--- src/hw/rtl/kwl_pkg.sv ---
// ----------------------------------------------------------------------------
// Keyword token lexer package
// Shared result type, token kind codes, character codes and keyword spelling
// helpers for the keyword token lexer.
// ----------------------------------------------------------------------------
package kwl_pkg;

    // Default longest word before the length counter saturates.
    localparam int MAX_WORD_DEF = 254;

    // Depth of the result queue in front of the token channel.
    localparam int QUEUE_DEPTH = 4;

    // Token kind codes.
    localparam logic [3:0] K_EOF     = 4'd0;
    localparam logic [3:0] K_COLON   = 4'd1;
    localparam logic [3:0] K_SEMI    = 4'd2;
    localparam logic [3:0] K_EQ      = 4'd3;
    localparam logic [3:0] K_PLUS    = 4'd4;
    localparam logic [3:0] K_MINUS   = 4'd5;
    localparam logic [3:0] K_LBRACE  = 4'd6;
    localparam logic [3:0] K_RBRACE  = 4'd7;
    localparam logic [3:0] K_LET     = 4'd8;
    localparam logic [3:0] K_RETURN  = 4'd9;
    localparam logic [3:0] K_I32     = 4'd10;
    localparam logic [3:0] K_IDENT   = 4'd11;
    localparam logic [3:0] K_LITERAL = 4'd12;
    localparam logic [3:0] K_UNKNOWN = 4'd13;

    // Character codes the lexer recognises.
    localparam logic [7:0] CH_SPACE  = 8'h20;
    localparam logic [7:0] CH_TAB    = 8'h09;
    localparam logic [7:0] CH_NL     = 8'h0A;
    localparam logic [7:0] CH_COLON  = 8'h3A;
    localparam logic [7:0] CH_SEMI   = 8'h3B;
    localparam logic [7:0] CH_EQ     = 8'h3D;
    localparam logic [7:0] CH_PLUS   = 8'h2B;
    localparam logic [7:0] CH_MINUS  = 8'h2D;
    localparam logic [7:0] CH_LBRACE = 8'h7B;
    localparam logic [7:0] CH_RBRACE = 8'h7D;
    localparam logic [7:0] CH_I      = 8'h69;
    localparam logic [7:0] CH_THREE  = 8'h33;
    localparam logic [7:0] CH_TWO    = 8'h32;

    // One result item on the token channel.
    typedef struct packed {
        logic       is_token;
        logic [3:0] token_kind;
        logic [7:0] text_char;
        logic       word_overflow;
    } kwl_result_t;

    // Up to two results produced by one accepted byte.
    typedef struct packed {
        logic [1:0]  count;
        kwl_result_t first;
        kwl_result_t second;
    } kwl_push_t;

    // Letter of "let" at a given position (positions 0 to 2).
    function automatic logic [7:0] let_char(input logic [2:0] idx);
        logic [7:0] ch;
        case (idx)
            3'd0:    ch = 8'h6C;
            3'd1:    ch = 8'h65;
            3'd2:    ch = 8'h74;
            default: ch = 8'h00;
        endcase
        return ch;
    endfunction

    // Letter of "return" at a given position (positions 0 to 5).
    function automatic logic [7:0] return_char(input logic [2:0] idx);
        logic [7:0] ch;
        case (idx)
            3'd0:    ch = 8'h72;
            3'd1:    ch = 8'h65;
            3'd2:    ch = 8'h74;
            3'd3:    ch = 8'h75;
            3'd4:    ch = 8'h72;
            3'd5:    ch = 8'h6E;
            default: ch = 8'h00;
        endcase
        return ch;
    endfunction

endpackage

--- src/hw/rtl/kwl_byte_if.sv ---
// ----------------------------------------------------------------------------
// Source byte channel
// Valid/ready channel that carries one source byte or an end mark per
// transfer.
// ----------------------------------------------------------------------------
interface kwl_byte_if;

    logic       valid;
    logic       ready;
    logic [7:0] source_byte;
    logic       end_of_input;

    modport source (output valid, output source_byte, output end_of_input, input ready);
    modport sink   (input valid, input source_byte, input end_of_input, output ready);

endinterface

--- src/hw/rtl/kwl_token_if.sv ---
// ----------------------------------------------------------------------------
// Token channel
// Valid/ready channel that carries one echoed word character or one
// completed token per transfer.
// ----------------------------------------------------------------------------
interface kwl_token_if;

    logic       valid;
    logic       ready;
    logic       is_token;
    logic [3:0] token_kind;
    logic [7:0] text_char;
    logic       word_overflow;

    modport source (output valid, output is_token, output token_kind, output text_char,
                    output word_overflow, input ready);
    modport sink   (input valid, input is_token, input token_kind, input text_char,
                    input word_overflow, output ready);

endinterface

--- src/hw/rtl/keyword_token_lexer_core.sv ---
// ----------------------------------------------------------------------------
// Keyword token lexer core
// Streaming lexer: one source byte per transfer in, echoed word characters
// and completed tokens out.
//
//   channel    direction  payload
//   byte_ch    in         source_byte, end_of_input
//   token_ch   out        is_token, token_kind, text_char, word_overflow
//
// A byte is lexed in the cycle it is taken; its results are registered into
// a four-entry result queue that drives token_ch.
// Bytes are taken every cycle while the queue has room for two results, so a
// byte that ends a word and also gives its own result takes two transfers on token_ch.
// Reset returns the lexer to idle with no word pending and empties the queue.
// A stall on token_ch fills the queue and then holds byte_ch off.
// ----------------------------------------------------------------------------
module keyword_token_lexer_core #(
    parameter int MAX_WORD = kwl_pkg::MAX_WORD_DEF
) (
    input  logic       clk,
    input  logic       rst_n,
    kwl_byte_if.sink   byte_ch,
    kwl_token_if.source token_ch
);
    import kwl_pkg::*;

    logic      space;
    logic      accept;
    kwl_push_t push;

    // Byte channel handshake.
    assign byte_ch.ready = space;
    assign accept        = byte_ch.valid && space;

    // Per-byte lexing.
    kwl_scan #(
        .MAX_WORD (MAX_WORD)
    ) u_scan (
        .clk          (clk),
        .rst_n        (rst_n),
        .accept       (accept),
        .source_byte  (byte_ch.source_byte),
        .end_of_input (byte_ch.end_of_input),
        .push         (push)
    );

    // Result queue to the token channel.
    kwl_queue u_queue (
        .clk      (clk),
        .rst_n    (rst_n),
        .push     (push),
        .space    (space),
        .token_ch (token_ch)
    );

endmodule

--- src/hw/rtl/kwl_scan.sv ---
// ----------------------------------------------------------------------------
// Lexer scan stage
// Holds the word state and combinationally turns each accepted byte into zero,
// one or two results.
// ----------------------------------------------------------------------------
module kwl_scan #(
    parameter int MAX_WORD = kwl_pkg::MAX_WORD_DEF
) (
    input  logic              clk,
    input  logic              rst_n,
    input  logic              accept,
    input  logic [7:0]        source_byte,
    input  logic              end_of_input,
    output kwl_pkg::kwl_push_t push
);
    import kwl_pkg::*;

    localparam int LEN_W = $clog2(MAX_WORD + 1);
    localparam logic [LEN_W-1:0] LEN_MAX = LEN_W'(MAX_WORD);
    localparam logic [LEN_W-1:0] LEN_3   = LEN_W'(3);
    localparam logic [LEN_W-1:0] LEN_6   = LEN_W'(6);

    // Scan phase codes.
    localparam logic [1:0] PH_IDLE  = 2'd0;
    localparam logic [1:0] PH_ALPHA = 2'd1;
    localparam logic [1:0] PH_DIGIT = 2'd2;

    logic [1:0]       phase_reg, phase_next;
    logic [LEN_W-1:0] len_reg, len_next;
    logic             began_reg, began_next;
    logic [2:0]       alive_reg, alive_next;
    logic             ovf_reg, ovf_next;

    logic             is_letter, is_digit, is_space, pending, kw_done, cont;
    logic             fin, tail_valid;
    logic [3:0]       word_kind, punct_kind;
    logic [LEN_W-1:0] b_len;
    logic [2:0]       b_alive, a_alive;
    logic             b_ovf, b_began;
    logic [LEN_W-1:0] a_len;
    logic             a_ovf;
    kwl_result_t      word_res, tail;

    // Character classes.
    always_comb
    begin
        is_letter = source_byte inside {[8'h41:8'h5A], [8'h61:8'h7A]};
        is_digit  = source_byte inside {[8'h30:8'h39]};
        is_space  = source_byte inside {CH_SPACE, CH_TAB, CH_NL};
    end

    // Punctuation decode.
    always_comb
    begin
        case (source_byte)
            CH_COLON:  punct_kind = K_COLON;
            CH_SEMI:   punct_kind = K_SEMI;
            CH_EQ:     punct_kind = K_EQ;
            CH_PLUS:   punct_kind = K_PLUS;
            CH_MINUS:  punct_kind = K_MINUS;
            CH_LBRACE: punct_kind = K_LBRACE;
            CH_RBRACE: punct_kind = K_RBRACE;
            default:   punct_kind = K_UNKNOWN;
        endcase
    end

    // Kind of the pending word if it ended now.
    always_comb
    begin
        pending = (phase_reg == PH_ALPHA) || (phase_reg == PH_DIGIT);
        kw_done = (phase_reg == PH_ALPHA) &&
                  ((alive_reg[0] && len_reg == LEN_3) || (alive_reg[1] && len_reg == LEN_6));
        if (phase_reg == PH_ALPHA)
        begin
            if (alive_reg[0] && len_reg == LEN_3)
                word_kind = K_LET;
            else if (alive_reg[1] && len_reg == LEN_6)
                word_kind = K_RETURN;
            else
                word_kind = K_IDENT;
        end
        else if (alive_reg[2] && len_reg == LEN_3)
            word_kind = K_I32;
        else
            word_kind = began_reg ? K_IDENT : K_LITERAL;
        word_res = '{is_token: 1'b1, token_kind: word_kind, text_char: 8'h00,
                     word_overflow: ovf_reg};
    end

    // Word continuation: either keep the current word or start a fresh one.
    always_comb
    begin
        if (is_letter)
            cont = (phase_reg == PH_ALPHA);
        else
            cont = ((phase_reg == PH_ALPHA) && !kw_done) || (phase_reg == PH_DIGIT);
        b_len   = cont ? len_reg : '0;
        b_alive = cont ? alive_reg : 3'b111;
        b_ovf   = cont ? ovf_reg : 1'b0;
        b_began = cont ? began_reg : is_letter;
    end

    // Keyword tracking and length count for a word character.
    always_comb
    begin
        a_alive = 3'b000;
        if (!is_digit)
        begin
            a_alive[0] = b_alive[0] && (b_len < LEN_3) && (source_byte == let_char(b_len[2:0]));
            a_alive[1] = b_alive[1] && (b_len < LEN_6) &&
                         (source_byte == return_char(b_len[2:0]));
            a_alive[2] = b_alive[2] && (b_len == '0) && (source_byte == CH_I);
        end
        else
        begin
            a_alive[2] = b_alive[2] &&
                         (((b_len == LEN_W'(1)) && (source_byte == CH_THREE)) ||
                          ((b_len == LEN_W'(2)) && (source_byte == CH_TWO)));
        end
        if (b_len >= LEN_MAX)
        begin
            a_len = LEN_MAX;
            a_ovf = 1'b1;
        end
        else
        begin
            a_len = b_len + LEN_W'(1);
            a_ovf = b_ovf;
        end
    end

    // Result selection and next state.
    always_comb
    begin
        fin        = 1'b0;
        tail_valid = 1'b0;
        tail       = '0;
        phase_next = phase_reg;
        len_next   = len_reg;
        began_next = began_reg;
        alive_next = alive_reg;
        ovf_next   = ovf_reg;
        if (end_of_input)
        begin
            fin        = pending;
            tail_valid = 1'b1;
            tail       = '{is_token: 1'b1, token_kind: K_EOF, text_char: 8'h00,
                           word_overflow: 1'b0};
            phase_next = PH_IDLE;
            len_next   = '0;
            began_next = 1'b0;
            alive_next = 3'b111;
            ovf_next   = 1'b0;
        end
        else if (is_letter || is_digit)
        begin
            fin        = is_letter ? (phase_reg == PH_DIGIT) : kw_done;
            tail_valid = 1'b1;
            tail       = '{is_token: 1'b0, token_kind: K_EOF, text_char: source_byte,
                           word_overflow: a_ovf};
            phase_next = is_letter ? PH_ALPHA : PH_DIGIT;
            len_next   = a_len;
            began_next = b_began;
            alive_next = a_alive;
            ovf_next   = a_ovf;
        end
        else
        begin
            fin        = pending;
            tail_valid = !is_space;
            tail       = '{is_token: 1'b1, token_kind: punct_kind,
                           text_char: (punct_kind == K_UNKNOWN) ? source_byte : 8'h00,
                           word_overflow: 1'b0};
            phase_next = PH_IDLE;
            len_next   = '0;
            began_next = 1'b0;
            alive_next = 3'b111;
            ovf_next   = 1'b0;
        end
    end

    // Results handed to the queue for this transfer.
    always_comb
    begin
        push.count  = accept ? ({1'b0, fin} + {1'b0, tail_valid}) : 2'd0;
        push.first  = fin ? word_res : tail;
        push.second = tail;
    end

    // Word state registers, updated on every accepted byte.
    always_ff @(posedge clk or negedge rst_n)
    begin
        if (!rst_n)
        begin
            phase_reg <= PH_IDLE;
            len_reg   <= '0;
            began_reg <= 1'b0;
            alive_reg <= 3'b111;
            ovf_reg   <= 1'b0;
        end
        else if (accept)
        begin
            phase_reg <= phase_next;
            len_reg   <= len_next;
            began_reg <= began_next;
            alive_reg <= alive_next;
            ovf_reg   <= ovf_next;
        end
    end

`ifndef ASSERT_OFF
    // The spare phase code is never reached.
    a_phase_legal: assert property (@(posedge clk) disable iff (!rst_n)
        phase_reg <= PH_DIGIT)
        else $error("kwl_scan: spare phase code reached");

    // With no word pending the word state sits at its fresh values.
    a_idle_clean: assert property (@(posedge clk) disable iff (!rst_n)
        phase_reg == PH_IDLE |-> (len_reg == '0 && alive_reg == 3'b111 && !ovf_reg))
        else $error("kwl_scan: idle phase with stale word state");

    // An overflowed word has a saturated length.
    a_ovf_sat: assert property (@(posedge clk) disable iff (!rst_n)
        ovf_reg |-> len_reg == LEN_MAX)
        else $error("kwl_scan: overflow flag without saturated length");
`endif

endmodule

--- src/hw/rtl/kwl_queue.sv ---
// ----------------------------------------------------------------------------
// Lexer result queue
// Small register queue that takes up to two results a cycle from the scan
// stage and hands one per transfer to the token channel.
// ----------------------------------------------------------------------------
module kwl_queue (
    input  logic                clk,
    input  logic                rst_n,
    input  kwl_pkg::kwl_push_t  push,
    output logic                space,
    kwl_token_if.source         token_ch
);
    import kwl_pkg::*;

    localparam int PTR_W = $clog2(QUEUE_DEPTH);
    localparam int CNT_W = $clog2(QUEUE_DEPTH + 1);

    kwl_result_t      mem_reg [QUEUE_DEPTH];
    logic [PTR_W-1:0] wr_ptr_reg, wr_ptr_next;
    logic [PTR_W-1:0] rd_ptr_reg, rd_ptr_next;
    logic [CNT_W-1:0] count_reg, count_next;
    logic             pop;
    kwl_result_t      head;

    // Room for two results keeps every byte acceptable in one transfer.
    assign space = count_reg <= CNT_W'(QUEUE_DEPTH - 2);

    // Head of the queue drives the token channel.
    assign head                   = mem_reg[rd_ptr_reg];
    assign token_ch.valid         = count_reg != '0;
    assign token_ch.is_token      = head.is_token;
    assign token_ch.token_kind    = head.token_kind;
    assign token_ch.text_char     = head.text_char;
    assign token_ch.word_overflow = head.word_overflow;
    assign pop                    = token_ch.valid && token_ch.ready;

    // Pointer and fill count arithmetic.
    always_comb
    begin
        wr_ptr_next = wr_ptr_reg + PTR_W'(push.count);
        rd_ptr_next = rd_ptr_reg + PTR_W'(pop);
        count_next  = count_reg + CNT_W'(push.count) - CNT_W'(pop);
    end

    // Result storage.
    always_ff @(posedge clk)
    begin
        if (push.count != 2'd0)
            mem_reg[wr_ptr_reg] <= push.first;
        if (push.count == 2'd2)
            mem_reg[wr_ptr_reg + PTR_W'(1)] <= push.second;
    end

    // Queue control.
    always_ff @(posedge clk or negedge rst_n)
    begin
        if (!rst_n)
        begin
            wr_ptr_reg <= '0;
            rd_ptr_reg <= '0;
            count_reg  <= '0;
        end
        else
        begin
            wr_ptr_reg <= wr_ptr_next;
            rd_ptr_reg <= rd_ptr_next;
            count_reg  <= count_next;
        end
    end

`ifndef ASSERT_OFF
    // The fill count never passes the depth.
    a_no_overfill: assert property (@(posedge clk) disable iff (!rst_n)
        count_reg <= CNT_W'(QUEUE_DEPTH))
        else $error("kwl_queue: fill count beyond depth");

    // Results only arrive while there is room for a full pair.
    a_push_room: assert property (@(posedge clk) disable iff (!rst_n)
        push.count != 2'd0 |-> space)
        else $error("kwl_queue: results pushed without room");

    // With no push and no pop the fill count holds.
    a_count_hold: assert property (@(posedge clk) disable iff (!rst_n)
        (push.count == 2'd0 && !pop) |=> $stable(count_reg))
        else $error("kwl_queue: fill count moved without traffic");

    // Pointers stay a fill count apart.
    a_ptr_gap: assert property (@(posedge clk) disable iff (!rst_n)
        PTR_W'(wr_ptr_reg - rd_ptr_reg) == PTR_W'(count_reg))
        else $error("kwl_queue: pointers disagree with fill count");
`endif

endmodule

--- src/flat_wrapper.sv ---
// flat-port wrapper written by rule: the top's interface ports become plain ports
module keyword_token_lexer_core_flat import kwl_pkg::*;
#(
    parameter int MAX_WORD = kwl_pkg::MAX_WORD_DEF
)
  (clk, rst_n, byte_ch_valid, byte_ch_source_byte, byte_ch_end_of_input, byte_ch_ready, token_ch_valid, token_ch_is_token, token_ch_token_kind, token_ch_text_char, token_ch_word_overflow, token_ch_ready);
  kwl_byte_if byte_ch_i ();
  kwl_token_if token_ch_i ();
  input  logic clk;
  input  logic rst_n;
  input wire logic [$bits(byte_ch_i.valid)-1:0] byte_ch_valid;
  input wire logic [$bits(byte_ch_i.source_byte)-1:0] byte_ch_source_byte;
  input wire logic [$bits(byte_ch_i.end_of_input)-1:0] byte_ch_end_of_input;
  output wire logic [$bits(byte_ch_i.ready)-1:0] byte_ch_ready;
  output wire logic [$bits(token_ch_i.valid)-1:0] token_ch_valid;
  output wire logic [$bits(token_ch_i.is_token)-1:0] token_ch_is_token;
  output wire logic [$bits(token_ch_i.token_kind)-1:0] token_ch_token_kind;
  output wire logic [$bits(token_ch_i.text_char)-1:0] token_ch_text_char;
  output wire logic [$bits(token_ch_i.word_overflow)-1:0] token_ch_word_overflow;
  input wire logic [$bits(token_ch_i.ready)-1:0] token_ch_ready;
  assign byte_ch_i.valid = byte_ch_valid;
  assign byte_ch_i.source_byte = byte_ch_source_byte;
  assign byte_ch_i.end_of_input = byte_ch_end_of_input;
  assign byte_ch_ready = byte_ch_i.ready;
  assign token_ch_valid = token_ch_i.valid;
  assign token_ch_is_token = token_ch_i.is_token;
  assign token_ch_token_kind = token_ch_i.token_kind;
  assign token_ch_text_char = token_ch_i.text_char;
  assign token_ch_word_overflow = token_ch_i.word_overflow;
  assign token_ch_i.ready = token_ch_ready;
  keyword_token_lexer_core #(.MAX_WORD(MAX_WORD)) u_core (.clk(clk), .rst_n(rst_n), .byte_ch(byte_ch_i), .token_ch(token_ch_i));
endmodule
--- config.mk ---
export PLATFORM = sky130hd
export DESIGN_NAME = keyword_token_lexer_core_flat
export DESIGN_NICKNAME = d
export VERILOG_FILES = /design/src/hw/rtl/kwl_pkg.sv /design/src/hw/rtl/kwl_byte_if.sv /design/src/hw/rtl/kwl_token_if.sv /design/src/hw/rtl/keyword_token_lexer_core.sv /design/src/hw/rtl/kwl_scan.sv /design/src/hw/rtl/kwl_queue.sv /design/src/flat_wrapper.sv
export SDC_FILE = /design/constraint.sdc
export NUM_CORES = 1
export LEC_CHECK = 0
export BUFFER_PORTS_ARGS = -buffer_cell sky130_fd_sc_hd__clkbuf_2
export CORE_AREA = 8 8 138 140
export DETAILED_ROUTE_END_ITERATION = 10
export DIE_AREA = 0 0 146 148
export HOLD_SLACK_MARGIN = 0.06
export PLACE_DENSITY = 0.41
export SYNTH_ARGS = -nofsm -noshare
export SYNTH_HDL_FRONTEND = slang
export SYNTH_HIERARCHICAL = 1
export SYNTH_SLANG_ARGS = --single-unit
--- constraint.sdc ---
create_clock -name clk -period 5.6 [get_ports clk]
set_clock_uncertainty 0.15 [all_clocks]
set_input_delay 1.12 -clock clk [delete_from_list [all_inputs] [get_ports clk]]
set_output_delay 1.12 -clock clk [all_outputs]
set_load 0.05 [all_outputs]
==> impl_results.md <==
* HP Class: reg -> reg
* Slowest CP cell: o22a_1
* Min Hold Slack at 411 ps
* DRT Pass-1 Iters at 4
* M2 GR Usage at around a fifth
* Nets@finish at 461
* Critical path cell sequence: clkbuf_2 -> nor4bb_1 -> nand2_1 -> a21oi_1 -> o22a_1 -> inv_2 -> ha_1 -> and2_1 -> nor4bb_4 -> buf_4 -> a21o_2
* RSZ-0062 raised after global routing: no
* Req. time, crit path at 5460 ps
* Crit path largest cell delay at 480 ps
* Final Util at 33.2%
* Ys Warns at 6
* Die height at 148 µm
* Initial Utilization at 29.4%
* Slew headroom at a little under a third
* DR WL/cell at 18.9 µm
* # port buffers at 28
* Final wirelength at approximately 13000 µm
* Dpl cell area at 0.00530 mm²
* Remaining Overflow, GRT at 0
* Vias in the first global route at 3446
* Dpl cells at 651
* Clock sink total at between 70 and 80
* Crit path setup slack, layout at 959 ps
* First-pass GRT wire length at 20000 µm
* Synthesized instance count at ~420
* H-Tree Level Count at 3
* Status: finished clean
* Static Leak at 2.04 nW
* Async SR Flop Fraction at between 20% and 30%
* Crit Path Category: in -> reg
* Least-Margin Pin Slew at 1030 ps
* Core area at 0.0169 mm²
* M1 GR Usage at ~16%
* Crit end category: register
* Via count at 3402
* CP delay by family, top: compound AO/OA/AOI/OAI gates
* Final Instance Count excl. Fillers at between 600 and 700
* Fillcell total at 1716
* Critical Path AT at around 4500 ps
* Share of cells above drive strength 1 at 33.7%
* Die area at 0.0216 mm²
* Worst-path clk slew at 60 ps
* Overall routing resource usage at 12.0%
* FP Rows at 48
* Critical path peak fanout at 15
* Post-synth EDFFs at 56
* Final period util at 82.9%
* I/O Pins at 29
* FF+latch count, synth at 78
* Ys flop type: edfxtp_1
* Startpoint types: input pin
* Mapped Area at roughly 0.005 mm²
* Vias per cell at roughly 5.1
* Grt met3 use at 2.72%
* Post-synthesis sequential area ratio at 44.9%
* Minimum clock period at 4640 ps
* Setup TNS Final at 0 ps
* Synthesized area per cell at around 12 µm²
* Syn Nets at 443
* Max FFs per register at between 50 and 60
* Max frequency at ~220 MHz
* Post-layout power at 2.59 mW
* Power Dens Cells at between 400 and 500 mW/mm²
* Post-route design area at about 0.0056 mm²
* Postcts setup bufs at 0
* Largest net degree at the start of global routing at 28
* Gr busiest metal: met2
* Antenna violations before repair at 0
* Worst path bufs/invs at 3
* Cell variety after synth at 70
* GP Congestion at 0.815
* Area grow syn2layout at 12.7%
* Max rail drop VDD at 0.172 mV
* CTS tree: done
* Drc violations at 0
* Synth top area share at 33.7%
* Clock buffer depth at 2
* Die Wd at 146 µm
* Final setup viols at 0
* Worst-skew pair later-pin latency at about 340 ps
* Synth area leaders: edfxtp_1 (34%), mux2_2 (11%), dfrtp_1 (9.5%)
* Number of buffers created by CTS at 9
* # resized after CTS at 0
* CTS Hold Bufs at 0
* Cell with the most instances after synthesis: edfxtp_1
* Setup WS pre-CTS at 608 ps
* Antenna viol nets, final at 0
* Slew Limit Fails at 0
* Synth top cells by count: edfxtp_1 (56), mux2_2 (48), nand2_1 (29)
* DR iter-0 viols at between 150 and 200
* Largest area contributor in the netlist: edfxtp_1
* Final hold viol count at 0
* DP HPWL at 8870 µm
* Maxcap violations at 0
* Root buf cell: clkbuf_16
* Antenna diodes at 0
==> power by group <==
part           total (mW)  internal, mW  switching [mW]
clock network       0.637         0.394           0.244
logic                1.03         0.386           0.640
registers           0.924         0.782           0.143
==> cell type report <==
| class | instances | area [µm²] | area share, % |
|---|---|---|---|
| well taps | 225 | 282 | 5.01 |
| clock inverters | 6 | 92.6 | 1.65 |
| repair buffers | 36 | 200 | 3.56 |
| inverters | 19 | 71.3 | 1.27 |
| multi-input cells | 293 | 2510 | 44.6 |
| flip-flops and latches | 78 | 2240 | 39.8 |
| clock buffers | 10 | 229 | 4.08 |
==> cells in the final DEF, fill, tap and decap left out, types with 3 or more instances in the layout <==
master / netlist / routed
xor2_1: 3 / 3
a21oi_1: 28 / 28
dfrtp_1: 19 / 19
o21ai_0: 5 / 5
inv_1: 14 / 14
dfstp_2: 3 / 3
buf_4: 5 / 8
and3_1: 3 / 3
nor2_1: 27 / 27
o22a_1: 3 / 3
nand4b_1: 3 / 3
mux2_2: 48 / 48
ha_1: 10 / 10
nor2b_1: 5 / 5
nand2b_1: 3 / 3
mux2_4: 10 / 10
a2111oi_0: 3 / 3
nand2_1: 29 / 29
a31oi_1: 3 / 3
clkbuf_16: 0 / 9
xnor2_1: 7 / 7
mux4_2: 14 / 14
clkbuf_2: 0 / 28
o21ai_1: 4 / 4
o31ai_1: 6 / 5
inv_2: 5 / 5
a32oi_1: 3 / 3
o22ai_1: 4 / 4
edfxtp_1: 56 / 56
nand3_1: 12 / 12
and2_1: 9 / 9
nor3_1: 7 / 7
o211ai_1: 3 / 3
==> final timing paths <==
check                      slack (ps)                           end                         from  cells past startpoint
setup / recovery                  960  u_core/u_queue/mem_reg[2][5]       byte_ch_source_byte[4]                     11
hold reg to reg                   410   u_core/u_queue/count_reg[2]  u_core/u_queue/count_reg[2]                      1
max in group asynchronous        4270       u_core/u_scan/began_reg                        rst_n                      1
min in group asynchronous         630  u_core/u_queue/rd_ptr_reg[0]                        rst_n                      1
setup reg to reg                 1680  u_core/u_queue/mem_reg[2][5]     u_core/u_scan/len_reg[4]                     10
hold / removal                    410   u_core/u_queue/count_reg[2]  u_core/u_queue/count_reg[2]                      1
==> cells by family (layout without fill, tap and decap cells) <==
| group | after synthesis | count (layout) | share of synthesized area (%) |
|---|---|---|---|
| compound gates | 83 | 83 | 11.9 |
| mux | 74 | 74 | 20.6 |
| buf+inv | 48 | 71 | 5.22 |
| fa+ha+maj | 11 | 11 | 2.91 |
| flops | 78 | 78 | 44.9 |
| simple gates | 115 | 115 | 12.7 |
| xor+xnor | 10 | 10 | 1.76 |
==> routing by layer <==
| metal | share of wire, % | wire (µm) | vias up |
|---|---|---|---|
| met2 | 48 | 6000 | 83 |
| met1 | 47 | 5930 | 1676 |
| li1 | - | - | 1630 |
| met5 | 0 | 0 | - |
| met3 | 4.2 | 536 | 13 |
| met4 | 1.1 | 144 | 0 |
==> worst reg2reg max path, stage by stage (launching register included) <==
cell and delay [ps]:
dfrtp_1 420, or4_4 590, a211oi_2 240, a32oi_1 150
o22a_1 370, inv_2 130, ha_1 230, and2_1 320
nor4bb_4 310, buf_4 310, a21o_2 360
Power figures use the tool's default switching activity.
